File: src/gwp_pkg.sv
// ----------------------------------------------------------------------------
// gwp_pkg: shared constants and types for the G-code word parser
// Field widths, character codes, output packing, state encodings and the
// command/status bundles between controller and datapath.
// ----------------------------------------------------------------------------
package gwp_pkg;

  // Number format
  localparam int FRAC_DIGITS_MAX = 8;
  localparam int INT_BITS        = 23;
  localparam int FRAC_BITS       = 16;

  // Derived widths
  localparam int LETTER_W = 5;
  localparam int CNT_W    = $clog2(FRAC_DIGITS_MAX + 1);
  localparam int FRAC_W   = $clog2(10 ** FRAC_DIGITS_MAX);
  localparam int POW_W    = $clog2(10 ** FRAC_DIGITS_MAX + 1);
  localparam int QUO_W    = FRAC_BITS + 1;
  localparam int DVD_W    = FRAC_W + FRAC_BITS + 1;
  localparam int QCNT_W   = $clog2(QUO_W + 1);
  localparam int MAG_W    = INT_BITS + FRAC_BITS;
  localparam int VAL_W    = MAG_W + 1;

  // Result tdata packing, lowest bit first
  localparam int LETTER_LSB = 0;
  localparam int NEG_BIT    = LETTER_LSB + LETTER_W;
  localparam int INT_LSB    = NEG_BIT + 1;
  localparam int FRAC_LSB   = INT_LSB + INT_BITS;
  localparam int CNT_LSB    = FRAC_LSB + FRAC_W;
  localparam int VAL_LSB    = CNT_LSB + CNT_W;
  localparam int OUT_BITS   = VAL_LSB + VAL_W;
  localparam int OUT_DATA_W = ((OUT_BITS + 7) / 8) * 8;

  // Result tuser packing
  localparam int USER_HAS_NUM = 0;
  localparam int USER_OVF     = 1;
  localparam int OUT_USER_W   = 2;

  // Character codes
  localparam logic [7:0] CH_TAB   = 8'h09;
  localparam logic [7:0] CH_CR    = 8'h0D;
  localparam logic [7:0] CH_SPACE = 8'h20;
  localparam logic [7:0] CH_PLUS  = 8'h2B;
  localparam logic [7:0] CH_MINUS = 8'h2D;
  localparam logic [7:0] CH_DOT   = 8'h2E;
  localparam logic [7:0] CH_ZERO  = 8'h30;
  localparam logic [7:0] CH_NINE  = 8'h39;
  localparam logic [7:0] CH_A     = 8'h41;
  localparam logic [7:0] CH_Z     = 8'h5A;

  typedef logic [LETTER_W-1:0]   letter_t;
  typedef logic [INT_BITS-1:0]   int_t;
  typedef logic [INT_BITS+3:0]   intx_t;
  typedef logic [FRAC_W-1:0]     frac_t;
  typedef logic [CNT_W-1:0]      cnt_t;
  typedef logic [POW_W-1:0]      pow_t;
  typedef logic [POW_W:0]        powx_t;
  typedef logic [DVD_W-1:0]      dvd_t;
  typedef logic [QUO_W-1:0]      quo_t;
  typedef logic [QCNT_W-1:0]     qcnt_t;
  typedef logic [MAG_W-1:0]      mag_t;
  typedef logic [MAG_W:0]        magx_t;
  typedef logic [VAL_W-1:0]      val_t;
  typedef logic [OUT_DATA_W-1:0] out_data_t;

  // Parser phase
  typedef enum logic [4:0] {
    PH_IDLE   = 5'b00001,
    PH_LEAD   = 5'b00010,
    PH_SIGNED = 5'b00100,
    PH_INT    = 5'b01000,
    PH_FRAC   = 5'b10000
  } phase_t;

  // Controller states
  typedef enum logic [4:0] {
    ST_ACCEPT = 5'b00001,
    ST_START  = 5'b00010,
    ST_DIV    = 5'b00100,
    ST_SUM    = 5'b01000,
    ST_LOAD   = 5'b10000
  } ctrl_state_t;

  typedef struct packed {
    logic accept;
    logic cap_second;
    logic div_start;
    logic sum_en;
    logic load_out;
  } gwp_cmd_t;

  typedef struct packed {
    logic emit;
    logic second;
    logic out_free;
  } gwp_sts_t;

endpackage

File: src/gwp_div.sv
// ----------------------------------------------------------------------------
// gwp_div: restoring divider for the fraction scaling
// One quotient bit per cycle. The upper dividend bits are known to lie below
// the divisor, so only the low QUO_W bits need a step each.
// ----------------------------------------------------------------------------
module gwp_div (
  input  logic          clk,
  input  logic          rst_n,
  input  logic          start,
  input  gwp_pkg::dvd_t dividend,
  input  gwp_pkg::pow_t divisor,
  output logic          done,
  output gwp_pkg::quo_t quotient
);

  gwp_pkg::pow_t  rem_r, rem_nxt;
  gwp_pkg::pow_t  dvs_r;
  gwp_pkg::quo_t  low_r, low_nxt;
  gwp_pkg::quo_t  quo_r, quo_nxt;
  gwp_pkg::qcnt_t cnt_r, cnt_nxt;
  logic           run_r, run_nxt;
  gwp_pkg::powx_t trial;
  gwp_pkg::powx_t diff;

  // one step of the shift/subtract
  always_comb begin
    trial   = {rem_r, low_r[gwp_pkg::QUO_W-1]};
    diff    = trial - {1'b0, dvs_r};
    rem_nxt = rem_r;
    low_nxt = low_r;
    quo_nxt = quo_r;
    cnt_nxt = cnt_r;
    run_nxt = run_r;
    if (start) begin
      rem_nxt = gwp_pkg::pow_t'(dividend[gwp_pkg::DVD_W-1:gwp_pkg::QUO_W]);
      low_nxt = dividend[gwp_pkg::QUO_W-1:0];
      quo_nxt = '0;
      cnt_nxt = gwp_pkg::qcnt_t'(gwp_pkg::QUO_W);
      run_nxt = 1'b1;
    end else if (run_r) begin
      if (cnt_r != '0) begin
        if (trial >= {1'b0, dvs_r}) begin
          rem_nxt = diff[gwp_pkg::POW_W-1:0];
          quo_nxt = {quo_r[gwp_pkg::QUO_W-2:0], 1'b1};
        end else begin
          rem_nxt = trial[gwp_pkg::POW_W-1:0];
          quo_nxt = {quo_r[gwp_pkg::QUO_W-2:0], 1'b0};
        end
        low_nxt = {low_r[gwp_pkg::QUO_W-2:0], 1'b0};
        cnt_nxt = cnt_r - gwp_pkg::qcnt_t'(1);
      end else begin
        run_nxt = 1'b0;
      end
    end
  end

  // control
  always_ff @(posedge clk) begin
    if (!rst_n) begin
      run_r <= 1'b0;
      cnt_r <= '0;
    end else begin
      run_r <= run_nxt;
      cnt_r <= cnt_nxt;
    end
  end

  // payload
  always_ff @(posedge clk) begin
    rem_r <= rem_nxt;
    low_r <= low_nxt;
    quo_r <= quo_nxt;
    if (start) begin
      dvs_r <= divisor;
    end
  end

  assign done     = run_r && (cnt_r == '0);
  assign quotient = quo_r;

endmodule

File: src/gwp_dpath.sv
// ----------------------------------------------------------------------------
// gwp_dpath: character parser, word capture, value assembly, output register
// Holds the open word, snapshots a closing word, forms the Q23.16 value
// from the divider quotient and drives the result channel.
// ----------------------------------------------------------------------------
module gwp_dpath (
  input  logic                                clk,
  input  logic                                rst_n,
  input  gwp_pkg::gwp_cmd_t                   cmd,
  output gwp_pkg::gwp_sts_t                   sts,
  input  logic [7:0]                          in_tdata,  // char_in
  input  logic                                in_tlast,  // is_last
  output gwp_pkg::dvd_t                       dividend,
  output gwp_pkg::pow_t                       divisor,
  input  gwp_pkg::quo_t                       quotient,
  output logic                                out_tvalid,
  input  logic                                out_tready,
  // word_letter, negative, int_part, frac_raw, frac_digits, value_fixed, pad
  output logic [gwp_pkg::OUT_DATA_W-1:0]      out_tdata,
  // has_number, overflow
  output logic [gwp_pkg::OUT_USER_W-1:0]      out_tuser,
  output logic                                out_tlast  // end_of_line
);

  // open word
  gwp_pkg::phase_t  phase_r, phase_nxt;
  gwp_pkg::letter_t letter_r, letter_nxt;
  logic             minus_r, minus_nxt;
  gwp_pkg::int_t    int_r, int_nxt;
  gwp_pkg::frac_t   frac_r, frac_nxt;
  gwp_pkg::cnt_t    cnt_r, cnt_nxt;
  gwp_pkg::pow_t    pow_r, pow_nxt;
  logic             digit_r, digit_nxt;
  logic             sat_r, sat_nxt;

  // captured word
  gwp_pkg::letter_t cap_letter_r;
  logic             cap_neg_r;
  gwp_pkg::int_t    cap_int_r;
  gwp_pkg::frac_t   cap_frac_r;
  gwp_pkg::cnt_t    cap_cnt_r;
  gwp_pkg::pow_t    cap_pow_r;
  logic             cap_digit_r;
  logic             cap_sat_r;
  logic             cap_eol_r;
  logic             second_r;

  gwp_pkg::mag_t    mag_r;
  gwp_pkg::magx_t   mag_full;
  gwp_pkg::val_t    val;

  gwp_pkg::out_data_t out_data_r, out_word;
  logic [gwp_pkg::OUT_USER_W-1:0] out_user_r;
  logic             out_last_r;
  logic             out_valid_r;

  logic             is_dig, is_ws, is_letter, num_phase;
  logic [3:0]       digit;
  gwp_pkg::intx_t   int_ten;
  logic             used, closing, open_after, emit, second;

  // parse one character against the open word
  always_comb begin
    is_dig    = in_tdata inside {[gwp_pkg::CH_ZERO:gwp_pkg::CH_NINE]};
    is_ws     = (in_tdata == gwp_pkg::CH_SPACE) ||
                (in_tdata inside {[gwp_pkg::CH_TAB:gwp_pkg::CH_CR]});
    is_letter = in_tdata inside {[gwp_pkg::CH_A:gwp_pkg::CH_Z]};
    num_phase = (phase_r == gwp_pkg::PH_LEAD) || (phase_r == gwp_pkg::PH_SIGNED) ||
                (phase_r == gwp_pkg::PH_INT);
    digit     = in_tdata[3:0];
    int_ten   = (gwp_pkg::intx_t'(int_r) << 3) + (gwp_pkg::intx_t'(int_r) << 1) +
                gwp_pkg::intx_t'(digit);

    phase_nxt  = phase_r;
    letter_nxt = letter_r;
    minus_nxt  = minus_r;
    int_nxt    = int_r;
    frac_nxt   = frac_r;
    cnt_nxt    = cnt_r;
    pow_nxt    = pow_r;
    digit_nxt  = digit_r;
    sat_nxt    = sat_r;
    used       = 1'b0;
    closing    = 1'b0;

    if (phase_r != gwp_pkg::PH_IDLE) begin
      if ((phase_r == gwp_pkg::PH_LEAD) && is_ws) begin
        used = 1'b1;
      end else if ((phase_r == gwp_pkg::PH_LEAD) &&
                   ((in_tdata == gwp_pkg::CH_MINUS) || (in_tdata == gwp_pkg::CH_PLUS))) begin
        used      = 1'b1;
        minus_nxt = (in_tdata == gwp_pkg::CH_MINUS);
        phase_nxt = gwp_pkg::PH_SIGNED;
      end else if (num_phase && is_dig) begin
        used      = 1'b1;
        digit_nxt = 1'b1;
        phase_nxt = gwp_pkg::PH_INT;
        if (int_ten > gwp_pkg::intx_t'({gwp_pkg::INT_BITS{1'b1}})) begin
          int_nxt = '1;
          sat_nxt = 1'b1;
        end else begin
          int_nxt = int_ten[gwp_pkg::INT_BITS-1:0];
        end
      end else if (num_phase && (in_tdata == gwp_pkg::CH_DOT)) begin
        used      = 1'b1;
        phase_nxt = gwp_pkg::PH_FRAC;
      end else if ((phase_r == gwp_pkg::PH_FRAC) && is_dig) begin
        used      = 1'b1;
        digit_nxt = 1'b1;
        // digits beyond the kept count are swallowed
        if (cnt_r < gwp_pkg::cnt_t'(gwp_pkg::FRAC_DIGITS_MAX)) begin
          frac_nxt = (frac_r << 3) + (frac_r << 1) + gwp_pkg::frac_t'(digit);
          cnt_nxt  = cnt_r + gwp_pkg::cnt_t'(1);
          pow_nxt  = (pow_r << 3) + (pow_r << 1);
        end
      end
      closing = !used;
      if (closing) begin
        phase_nxt = gwp_pkg::PH_IDLE;
      end
    end

    // a letter not taken by the open word opens a new one
    if (!used && is_letter) begin
      phase_nxt  = gwp_pkg::PH_LEAD;
      letter_nxt = gwp_pkg::letter_t'(in_tdata - gwp_pkg::CH_A);
      minus_nxt  = 1'b0;
      int_nxt    = '0;
      frac_nxt   = '0;
      cnt_nxt    = '0;
      pow_nxt    = gwp_pkg::pow_t'(1);
      digit_nxt  = 1'b0;
      sat_nxt    = 1'b0;
    end

    open_after = (phase_nxt != gwp_pkg::PH_IDLE);
    if (in_tlast) begin
      phase_nxt = gwp_pkg::PH_IDLE;
    end
    emit   = closing || (in_tlast && open_after);
    second = closing && in_tlast && open_after;
  end

  // parser state
  always_ff @(posedge clk) begin
    if (!rst_n) begin
      phase_r <= gwp_pkg::PH_IDLE;
    end else if (cmd.accept) begin
      phase_r <= phase_nxt;
    end
  end

  always_ff @(posedge clk) begin
    if (cmd.accept) begin
      letter_r <= letter_nxt;
      minus_r  <= minus_nxt;
      int_r    <= int_nxt;
      frac_r   <= frac_nxt;
      cnt_r    <= cnt_nxt;
      pow_r    <= pow_nxt;
      digit_r  <= digit_nxt;
      sat_r    <= sat_nxt;
    end
  end

  // pending second word of a line
  always_ff @(posedge clk) begin
    if (!rst_n) begin
      second_r <= 1'b0;
    end else if (cmd.accept && emit) begin
      second_r <= second;
    end else if (cmd.cap_second) begin
      second_r <= 1'b0;
    end
  end

  // word snapshot: the old word when it closes, else the word after the beat
  always_ff @(posedge clk) begin
    if (cmd.accept && emit) begin
      if (closing) begin
        cap_letter_r <= letter_r;
        cap_neg_r    <= minus_r;
        cap_int_r    <= int_r;
        cap_frac_r   <= frac_r;
        cap_cnt_r    <= cnt_r;
        cap_pow_r    <= pow_r;
        cap_digit_r  <= digit_r;
        cap_sat_r    <= sat_r;
      end else begin
        cap_letter_r <= letter_nxt;
        cap_neg_r    <= minus_nxt;
        cap_int_r    <= int_nxt;
        cap_frac_r   <= frac_nxt;
        cap_cnt_r    <= cnt_nxt;
        cap_pow_r    <= pow_nxt;
        cap_digit_r  <= digit_nxt;
        cap_sat_r    <= sat_nxt;
      end
      cap_eol_r <= in_tlast && !second;
    end else if (cmd.cap_second) begin
      cap_letter_r <= letter_r;
      cap_neg_r    <= minus_r;
      cap_int_r    <= int_r;
      cap_frac_r   <= frac_r;
      cap_cnt_r    <= cnt_r;
      cap_pow_r    <= pow_r;
      cap_digit_r  <= digit_r;
      cap_sat_r    <= sat_r;
      cap_eol_r    <= 1'b1;
    end
  end

  // fraction scaled by 2^FRAC_BITS, plus half the divisor for rounding
  assign dividend = gwp_pkg::dvd_t'({cap_frac_r, {gwp_pkg::FRAC_BITS{1'b0}}}) +
                    gwp_pkg::dvd_t'(cap_pow_r >> 1);
  assign divisor  = cap_pow_r;

  // magnitude with saturation
  assign mag_full = gwp_pkg::magx_t'({cap_int_r, {gwp_pkg::FRAC_BITS{1'b0}}}) +
                    gwp_pkg::magx_t'(quotient);

  always_ff @(posedge clk) begin
    if (cmd.sum_en) begin
      mag_r <= mag_full[gwp_pkg::MAG_W] ? '1 : mag_full[gwp_pkg::MAG_W-1:0];
    end
  end

  // sign and packing
  always_comb begin
    val = cap_neg_r ? (gwp_pkg::val_t'(0) - gwp_pkg::val_t'(mag_r)) : gwp_pkg::val_t'(mag_r);
    out_word = '0;
    out_word[gwp_pkg::LETTER_LSB +: gwp_pkg::LETTER_W] = cap_letter_r;
    out_word[gwp_pkg::NEG_BIT]                         = cap_neg_r;
    out_word[gwp_pkg::INT_LSB +: gwp_pkg::INT_BITS]    = cap_int_r;
    out_word[gwp_pkg::FRAC_LSB +: gwp_pkg::FRAC_W]     = cap_frac_r;
    out_word[gwp_pkg::CNT_LSB +: gwp_pkg::CNT_W]       = cap_cnt_r;
    out_word[gwp_pkg::VAL_LSB +: gwp_pkg::VAL_W]       = val;
  end

  // result register
  always_ff @(posedge clk) begin
    if (!rst_n) begin
      out_valid_r <= 1'b0;
    end else if (cmd.load_out) begin
      out_valid_r <= 1'b1;
    end else if (out_tready) begin
      out_valid_r <= 1'b0;
    end
  end

  always_ff @(posedge clk) begin
    if (cmd.load_out) begin
      out_data_r                       <= out_word;
      out_user_r[gwp_pkg::USER_HAS_NUM] <= cap_digit_r;
      out_user_r[gwp_pkg::USER_OVF]     <= cap_sat_r;
      out_last_r                       <= cap_eol_r;
    end
  end

  assign out_tvalid   = out_valid_r;
  assign out_tdata    = out_data_r;
  assign out_tuser    = out_user_r;
  assign out_tlast    = out_last_r;

  assign sts.emit     = emit;
  assign sts.second   = second_r;
  assign sts.out_free = !out_valid_r || out_tready;

endmodule

File: src/gwp_ctrl.sv
// ----------------------------------------------------------------------------
// gwp_ctrl: sequencing controller
// Takes characters, and for each word that closes runs the divider, the
// magnitude sum and the load into the result register.
// ----------------------------------------------------------------------------
module gwp_ctrl (
  input  logic               clk,
  input  logic               rst_n,
  input  logic               in_tvalid,
  output logic               in_tready,
  input  gwp_pkg::gwp_sts_t  sts,
  input  logic               div_done,
  output gwp_pkg::gwp_cmd_t  cmd
);

  gwp_pkg::ctrl_state_t state_r, state_nxt;

  // next state and commands
  always_comb begin
    state_nxt = state_r;
    cmd       = '0;
    in_tready = 1'b0;
    case (state_r)
      gwp_pkg::ST_ACCEPT: begin
        in_tready  = 1'b1;
        cmd.accept = in_tvalid;
        if (in_tvalid && sts.emit) begin
          state_nxt = gwp_pkg::ST_START;
        end
      end
      gwp_pkg::ST_START: begin
        cmd.div_start = 1'b1;
        state_nxt     = gwp_pkg::ST_DIV;
      end
      gwp_pkg::ST_DIV: begin
        if (div_done) begin
          state_nxt = gwp_pkg::ST_SUM;
        end
      end
      gwp_pkg::ST_SUM: begin
        cmd.sum_en = 1'b1;
        state_nxt  = gwp_pkg::ST_LOAD;
      end
      gwp_pkg::ST_LOAD: begin
        if (sts.out_free) begin
          cmd.load_out = 1'b1;
          if (sts.second) begin
            cmd.cap_second = 1'b1;
            state_nxt      = gwp_pkg::ST_START;
          end else begin
            state_nxt = gwp_pkg::ST_ACCEPT;
          end
        end
      end
      default: begin
        state_nxt = gwp_pkg::ST_ACCEPT;
      end
    endcase
  end

  always_ff @(posedge clk) begin
    if (!rst_n) begin
      state_r <= gwp_pkg::ST_ACCEPT;
    end else begin
      state_r <= state_nxt;
    end
  end

endmodule

File: src/gcode_word_parser_top.sv
// ----------------------------------------------------------------------------
// gcode_word_parser_top: G-code word parser
// Splits a command line into letter words and delivers each with its number
// in raw decimal parts and in Q23.16 fixed point.
// ----------------------------------------------------------------------------
// Feed one character per beat, with in_tlast on the final character of the
// line. A character that does not close a word is taken without leaving the
// accept state, so such characters stream at one per cycle. After a closing
// character, in_tready stays low while the fraction is scaled: ST_START starts
// the restoring divider, ST_DIV waits while it forms the quotient bit by bit,
// ST_SUM forms the magnitude and ST_LOAD loads the result register; a line
// ending that yields two words runs these steps twice. A finished result
// waits in the output register while the next characters are taken, and
// loading a further result waits until that register is free.
module gcode_word_parser_top (
  input  logic                             clk,
  input  logic                             rst_n,
  input  logic                             in_tvalid,
  output logic                             in_tready,
  input  logic [7:0]                       in_tdata,   // char_in
  input  logic                             in_tlast,   // is_last
  output logic                             out_tvalid,
  input  logic                             out_tready,
  // word_letter, negative, int_part, frac_raw, frac_digits, value_fixed, pad
  output logic [gwp_pkg::OUT_DATA_W-1:0]   out_tdata,
  // has_number, overflow
  output logic [gwp_pkg::OUT_USER_W-1:0]   out_tuser,
  output logic                             out_tlast   // end_of_line
);

  gwp_pkg::gwp_cmd_t cmd;
  gwp_pkg::gwp_sts_t sts;
  gwp_pkg::dvd_t     dividend;
  gwp_pkg::pow_t     divisor;
  gwp_pkg::quo_t     quotient;
  logic              div_done;

  gwp_ctrl u_ctrl (
    .clk       (clk),
    .rst_n     (rst_n),
    .in_tvalid (in_tvalid),
    .in_tready (in_tready),
    .sts       (sts),
    .div_done  (div_done),
    .cmd       (cmd)
  );

  gwp_dpath u_dpath (
    .clk        (clk),
    .rst_n      (rst_n),
    .cmd        (cmd),
    .sts        (sts),
    .in_tdata   (in_tdata),
    .in_tlast   (in_tlast),
    .dividend   (dividend),
    .divisor    (divisor),
    .quotient   (quotient),
    .out_tvalid (out_tvalid),
    .out_tready (out_tready),
    .out_tdata  (out_tdata),
    .out_tuser  (out_tuser),
    .out_tlast  (out_tlast)
  );

  gwp_div u_div (
    .clk      (clk),
    .rst_n    (rst_n),
    .start    (cmd.div_start),
    .dividend (dividend),
    .divisor  (divisor),
    .done     (div_done),
    .quotient (quotient)
  );

endmodule

File: config.mk
export PLATFORM = sky130hd
export DESIGN_NAME = gcode_word_parser_top
export DESIGN_NICKNAME = d
export VERILOG_FILES = /design/src/gwp_pkg.sv /design/src/gwp_div.sv /design/src/gwp_dpath.sv /design/src/gwp_ctrl.sv /design/src/gcode_word_parser_top.sv
export SDC_FILE = /design/constraint.sdc
export NUM_CORES = 1
export LEC_CHECK = 0
export BUFFER_PORTS_ARGS = -buffer_cell sky130_fd_sc_hd__buf_2
export CORE_ASPECT_RATIO = 1.25
export CORE_MARGIN = 10
export CORE_UTILIZATION = 50
export CTS_CLUSTER_SIZE = 28
export DETAILED_ROUTE_END_ITERATION = 10
export HOLD_SLACK_MARGIN = 0.02
export PLACE_DENSITY = 0.73
export SLEW_MARGIN = 20
export SYNTH_ARGS = -nofsm -noshare
export SYNTH_HDL_FRONTEND = slang
export SYNTH_SLANG_ARGS = --single-unit
File: constraint.sdc
create_clock -name clk -period 12 [get_ports clk]
set_clock_uncertainty 0.2 [all_clocks]
set_input_delay 1.8 -clock clk [delete_from_list [all_inputs] [get_ports clk]]
set_output_delay 1.8 -clock clk [all_outputs]
set_load 0.03 [all_outputs]
After elaboration in Yosys (flattened, before gate mapping)
Cells that the tools add are included.
- bits in registers: 427
- word-level logic and storage cells: 232
- bits in writable memories: 0
- memories kept: 0
- memory bits (read-only): 0
- latch bits: 0
- output and inout bits: 109
- input bits: 13
- bitwise gates (word level): 1
- magnitude comparators: 9
- muxes and demuxes: 123
- reduce and logical (&&, ||, !) cells: 36
- div/mod/pow operators: 0
- shift-type cells: 0
- $mul: 0
- add/subtract/negate cells: 12
- equal/unequal tests: 18
- operators with widths (cell ; number):
    2-to-1 mux 27 bit ; 26
    2-to-1 mux 23 bit ; 9
    2-to-1 mux 5 bit ; 18
    adder 27 bit ; 2
    adder 27 x 4 -> 27 bit ; 2
    2-to-1 mux 1 bit ; 53
    2-to-1 mux 17 bit ; 3
    adder 43 x 26 -> 44 bit ; 1
    2-to-1 mux 4 bit ; 11
    adder 39 x 17 -> 40 bit ; 1
    subtractor 1 x 39 -> 40 bit (first input constant) ; 1
    2-to-1 mux 39 bit ; 1
    == test 8 x 6 -> 1 bit (second input constant) ; 4
    >= comparator 28 x 27 -> 1 bit ; 1
    adder 26 x 24 -> 27 bit ; 1
    greater-than comparator 27 x 23 -> 1 bit (second input constant) ; 1
    subtractor 27 bit ; 1
    case mux 5 bit (5 select lines) ; 1
    logical AND 1 bit ; 16
    == test 5 x 2 -> 1 bit (second input constant) ; 2
    == test 5 x 3 -> 1 bit (second input constant) ; 2
    == test 5 x 4 -> 1 bit (second input constant) ; 2
    == test 5 bit (second input constant) ; 2
    != test 5 x 1 -> 1 bit (second input constant) ; 2
    other kinds (22) ; 36

Longest topological paths before layout
- word-level depth: 19
- depth in mapped cells: 13
- gate-level depth less buffers: 12

Modules after synthesis
Synthesis repeated with hierarchy kept, for this count alone.
- cells, all modules: 2204
- area, all modules: 24422.2 sq um
- modules (own cells, without submodules) (module ; area each (sq um) ; cells each ; instances ; seq. area each (sq um)):
    gwp_dpath ; 18760.5 ; 1639 ; 1 ; 9779.4
    gwp_div ; 5308.8 ; 524 ; 1 ; 2592.5
    gwp_ctrl ; 352.8 ; 41 ; 1 ; 100.1

Least setup slack after synthesis
OpenSTA, ideal clock, no wires.
- path type: input port to flip-flop
- start point: in in_tvalid
- end point: reg u_dpath.cap_cnt_r[0], enable pin
- setup slack: 5.045 ns
- cell stages on the path: 4
- buffers on the path: 0
- arrival: 5.894 ns
- library setup time: 0.861 ns
- data required time: 10.939 ns
- path through: nand2_1 > clkinv_1 > nand2_1 > nand2_1
- RTL lines (element ; RTL line ; text):
    start, declared ; gcode_word_parser_top.sv:18 ; input logic in_tvalid,
    end signal, assigned ; gwp_dpath.sv:185 ; cap_cnt_r <= cnt_r;
    end signal, assigned ; gwp_dpath.sv:194 ; cap_cnt_r <= cnt_nxt;
    end signal, assigned ; gwp_dpath.sv:205 ; cap_cnt_r <= cnt_r;
    end, declared ; gwp_dpath.sv:41 ; gwp_pkg::cnt_t cap_cnt_r;

Worst setup path in the final report
- start point: in in_tdata[0]
- end point: reg u_dpath.cap_pow_r[3] (netlist: u_dpath.divisor[3]), enable pin
- word-level cells in the longest chain between the ends: 18
- elaborated cells between the ends (all ways): 43
- those cells by class: 6 x order compare; 5 x eq/ne; 15 x mux; 17 x reduce/logical
- RTL lines (element ; RTL line ; text):
    start, declared ; gcode_word_parser_top.sv:20 ; input logic [7:0] in_tdata,
    >= comparator 8 x 6 -> 1 bit / less-or-equal comparator 8 x 6 -> 1 bit (equally long branches) ; gwp_dpath.sv:64 ; is_dig = in_tdata inside {[gwp_pkg::CH_ZERO:gwp_pkg::CH_NINE]};
    logical AND 1 bit ; gwp_dpath.sv:64 ;
    logical AND 1 bit ; gwp_dpath.sv:107 ; end else if ((phase_r == gwp_pkg::PH_FRAC) && is_dig) begin
    2-to-1 mux 1 bit ; gwp_dpath.sv:107 ;
    2-to-1 mux 1 bit ; gwp_dpath.sv:104 ; end else if (num_phase && (in_tdata == gwp_pkg::CH_DOT)) begin
    2-to-1 mux 1 bit ; gwp_dpath.sv:94 ; end else if (num_phase && is_dig) begin
    2-to-1 mux 1 bit ; gwp_dpath.sv:89 ; end else if ((phase_r == gwp_pkg::PH_LEAD) &&
    2-to-1 mux 1 bit ; gwp_dpath.sv:87 ; if ((phase_r == gwp_pkg::PH_LEAD) && is_ws) begin
    2-to-1 mux 1 bit (2 in a row) ; gwp_dpath.sv:86 ; if (phase_r != gwp_pkg::PH_IDLE) begin
    logical NOT 1 bit ; gwp_dpath.sv:124 ; if (!used && is_letter) begin
    logical AND 1 bit ; gwp_dpath.sv:124 ;
    2-to-1 mux 5 bit ; gwp_dpath.sv:124 ;
    != test 5 x 1 -> 1 bit ; gwp_dpath.sv:136 ; open_after = (phase_nxt != gwp_pkg::PH_IDLE);
    logical AND 1 bit ; gwp_dpath.sv:140 ; emit = closing || (in_tlast && open_after);
    logical OR 1 bit (*) ; gwp_dpath.sv:140 ;
    logical AND 1 bit (*) ; gwp_dpath.sv:179 ; if (cmd.accept && emit) begin
    nonzero test 2 bit (no source line) (*) ; n/a ;
    end signal, assigned ; gwp_dpath.sv:186 ; cap_pow_r <= pow_r;
    end signal, assigned ; gwp_dpath.sv:195 ; cap_pow_r <= pow_nxt;
    end signal, assigned ; gwp_dpath.sv:206 ; cap_pow_r <= pow_r;
    end, declared ; gwp_dpath.sv:42 ; gwp_pkg::pow_t cap_pow_r;
Every way passes the cells marked *; elsewhere a longest branch is shown, timed or not. The select of a mux whose other input is x is not followed.
A chain may end at the register's enable or synchronous reset.

==> flow_summary_export.csv <==
group,metric,value,unit
synth,synth_edf_count,392,
setup_path,path_buf_inv,3,
placed_design,hpwlAfterDp,43300,um
floorplan,core,48300,um2
setup_path,path_class,"in2reg",
setup_path,reg2reg_slack,7.74,ns
synth,synthCells,2280,
power_and_ir_drop,p_int,2.71,mW
sta,timing.fmax,0.183,GHz
global_route,grt_pass1_wl,93500,um
setup_path,cpPeakStageDelay,0.64,ns
floorplan,ios,122,
global_route,grt_max_degree,78,
synth,avgSynthCellArea,10.7,um2
synth,synth.most_common_cell,"edfxtp_1",
setup_path,critPathMaxFanout,50,
synth,ys.flop_type,"edfxtp_1",
clock_network,postCtsSetupRepairBufs,0,
layout,utilization,55.9,%
global_route,antenna_found_initial,1,
worst_hold_path,min_to,"u_dpath.out_tdata[57]",
synth,synth_area,24400,um2
setup_path,crit_path_end_kind,"register",
clock_network,clk_pin_slew_worst_paths,0.06,ns
synth,ys_warn_count,0,
power_and_ir_drop,clkPwrFrac,37.5,%
global_route,overflow,0,
power_and_ir_drop,switchingPower,0.987,mW
clock_network,insertion_delay,0.57,ns
placed_design,numPortBuffers,117,
power_and_ir_drop,switching_share,26.7,%
synth,yosys.cell_types.count,84,
global_route,grt_use_met2,33.9,%
setup_path,critPathLaunchType,"input pin",
setup_path,cp_cell_sequence,"buf_2 > inv_1 > ha_1 > o21ba_2 > o2111ai_1 > a211oi_1 > nand4bb_1 > or2_2 > nand2_1 > nand2_1 > nand2_4 > buf_4",
floorplan,die_area,58000,um2
power_and_ir_drop,p_comb_share,16.2,%
layout,fill_cells,4026,
clock_network,hold_buffers,0,
setup_path,r2r_start,"u_dpath.int_r[0]",
layout,multiInputGateArea,11200,um2
setup_path,cp_data_arrival_time,5.44,ns
sta,hold_violations,0,
synth,synth.area.top_cells,"edfxtp_1 (48%), ha_1 (8.4%), nand2_1 (4.4%)",
layout,drive_gt1_share,11.5,%
sta,min_period_over_period,45.4,%
floorplan,fp.dieW,217,um
routing,post_drt_wl_per_cell,19.5,um
synth,synth.top_cell.area_share,48.3,%
layout,num_antenna_cells,0,
worst_hold_path,whs_path_depth,0,
routing,avgViaCountPerCell,5.94,
floorplan,initial_core_util,50.5,%
routing,drt_first_pass_iters,5,
synth,synth_common_cells,"edfxtp_1 (392), nand2_1 (288), ha_1 (163)",
global_route,use_met1,25.4,%
sta,slew_viol_final,0,
synth,yosysSeqAreaShare,51.2,%
setup_path,critPathMostFrequentCell,"nand2_1",
setup_path,reg2reg_depth,13,
synth,ys_seq_elements,427,
routing,drc_errors,0,
clock_network,postCtsResizedCells,0,
sta,worstMarginPinSlew,0.855,ns
global_route,grt_util_met3,2.84,%
sta,period_minus_slack,5.45,ns
power_and_ir_drop,power,3.69,mW
power_and_ir_drop,p_per_area,137,nW/um2
sta,fin_setup_tns,0,ns
clock_network,root_buffer,"clkbuf_16",
setup_path,reg2reg_to,"u_dpath.cap_int_r[4]",
synth,yosysTopAreaCell,"edfxtp_1",
routing,routed_wl,59400,um
worst_hold_path,hp-class,"reg2reg",
setup_path,worst_path_max_delay_cell,"buf_4",
worst_hold_path,hp-start,"u_dpath.cap_cnt_r[1]",
power_and_ir_drop,ir_drop,0.0850,mV
placed_design,gp_congestion,0.971,
outcome,status,"finished, final reports clean",
sta,grt_setup_unrepaired,"false",
clock_network,cts.path.max_buffers,3,
setup_path,critical_path_required,11.99,ns
clock_network,cts_tree,"built",
global_route,globalRouteTotalUtil,19.8,%
layout,final_nets,2544,
sta,setup_viol,0,
global_route,busiest_layer,"met2",
layout,synthToLayoutAreaGrowth,10.7,%
power_and_ir_drop,seqPwrFrac,46.4,%
sta,maxSlewHeadroom,43.0,%
clock_network,numClockSinks,427,
synth,async_flop_share,0,%
clock_network,cts.htree.levels,2,
routing,drtIter0Drc,1429,
routing,vias,18000,
setup_path,path_delay_family,"simple AND/OR/NAND/NOR gates",
routing,antenna_left,0,
global_route,grt_pass1_vias,17300,
flow_run,maxCapViolCount,0,
layout,register_area,12500,um2
power_and_ir_drop,p_leak,10.4,nW
floorplan,die_h,267,um
clock_network,cts-buffers-inserted,42,
floorplan,rows,90,
-- worst register-to-register path, stage by stage, from the launching register on --
cell and delay, ns:
edfxtp_1 0.40, inv_1 0.08, fa_1 0.55, inv_1 0.06, ha_1 0.30, a211o_1 0.32
a2111o_1 0.45, a2111oi_4 0.36, o31ai_1 0.20, nor3_2 0.15, a311oi_2 0.09, nor3_4 0.16
buf_4 0.43, a31oi_1 0.22
-- registers in the layout, indices dropped and copies added (netlist names), 23 cells and up --
register / count
u_dpath.cap_int_r: 23
u_dpath.out_tdata: 100
u_dpath.int_r: 23
u_dpath.mag_r: 39
u_dpath.frac_r: 27
u_dpath.divisor: 27
u_div.dvs_r: 27
u_dpath.pow_r: 27
u_dpath.cap_frac_r: 27
u_div.rem_r: 27
-- per-layer routing --
metal	wire length [um]	part of all wire, %	up-vias
met3	3370	5.7	95
met4	1490	2.5	0
met2	29300	49	547
li1	-	-	8642
met1	25200	42	8760
met5	0	0	-
-- power by group through the flow --
| stage | logic, mW | clock network (mW) | registers (mW) |
|---|---|---|---|
| 2_1_floorplan | 0.464 | 0 | 1.73 |
| 3_3_place_gp | 0.569 | 0 | 1.74 |
| 3_5_place_dp | 0.587 | 0 | 1.74 |
| 4_1_cts | 0.591 | 1.41 | 1.71 |
| 5_1_grt | 0.664 | 1.47 | 1.72 |
| 6_report | 0.597 | 1.39 | 1.71 |
-- placed cells by master (no fill, tap or decap), types with 58 or more instances in the layout --
master	n
edfxtp_1	392
nand2_1	286
ha_1	163
a21oi_1	153
o21ai_0	147
nor2_1	128
buf_2	117
xnor2_1	99
inv_1	79
a31oi_1	72
nand3_1	63
xor2_1	58
-- stage by stage --
step                      instances  worst slack (ns)  hold WS (ns)  instance area [um2]
final                          3038              6.55         0.220                27000
after global routing           3038              6.31         0.236                27000
after CTS                      3038              6.54         0.223                27000
after detailed placement       2961              5.97         0.211                25500
after global placement         2961              6.15         0.203                25500
after floorplan                2283              5.05         0.200                24400
-- area by class of cell --
class	instances	area share (%)
Tap cell	644	2.99
Timing Repair Buffer	135	2.67
Inverter	81	1.13
Clock inverter	28	1.35
Clock buffer	49	3.99
Sequential cell	427	46.2
Multi-Input combinational cell	1674	41.6
-- cell families after synthesis --
group                      after synthesis  share of synthesized area, %
AOI/OAI and AO/OA                      610                          15.9
xor gates and xnor gates               157                          5.64
adders and majority gates              170                          8.94
buffers and inverters                  182                          3.07
DFF                                    427                          51.2
muxes                                   38                          1.72
other                                    1                        0.0154
and+or+nand+nor                        695                          13.6
-- how the worst max path moves through the flow --
| stage | start | end | slack, ns | cells after the start |
|---|---|---|---|---|
| CTS | in_tdata[0] | u_dpath.cap_frac_r[8] | 6.54 | 12 |
| finish | in_tdata[0] | u_dpath.divisor[3] | 6.55 | 12 |
| floorplan | in_tvalid | u_dpath.cap_cnt_r[0] | 5.05 | 4 |
| global route | in_tdata[0] | u_dpath.divisor[3] | 6.31 | 12 |
| detailed placement | in_tdata[0] | u_dpath.divisor[1] | 5.97 | 12 |
| global placement | in_tdata[0] | u_dpath.divisor[1] | 6.15 | 12 |
No activity file was read; power rests on OpenSTA's default activity.
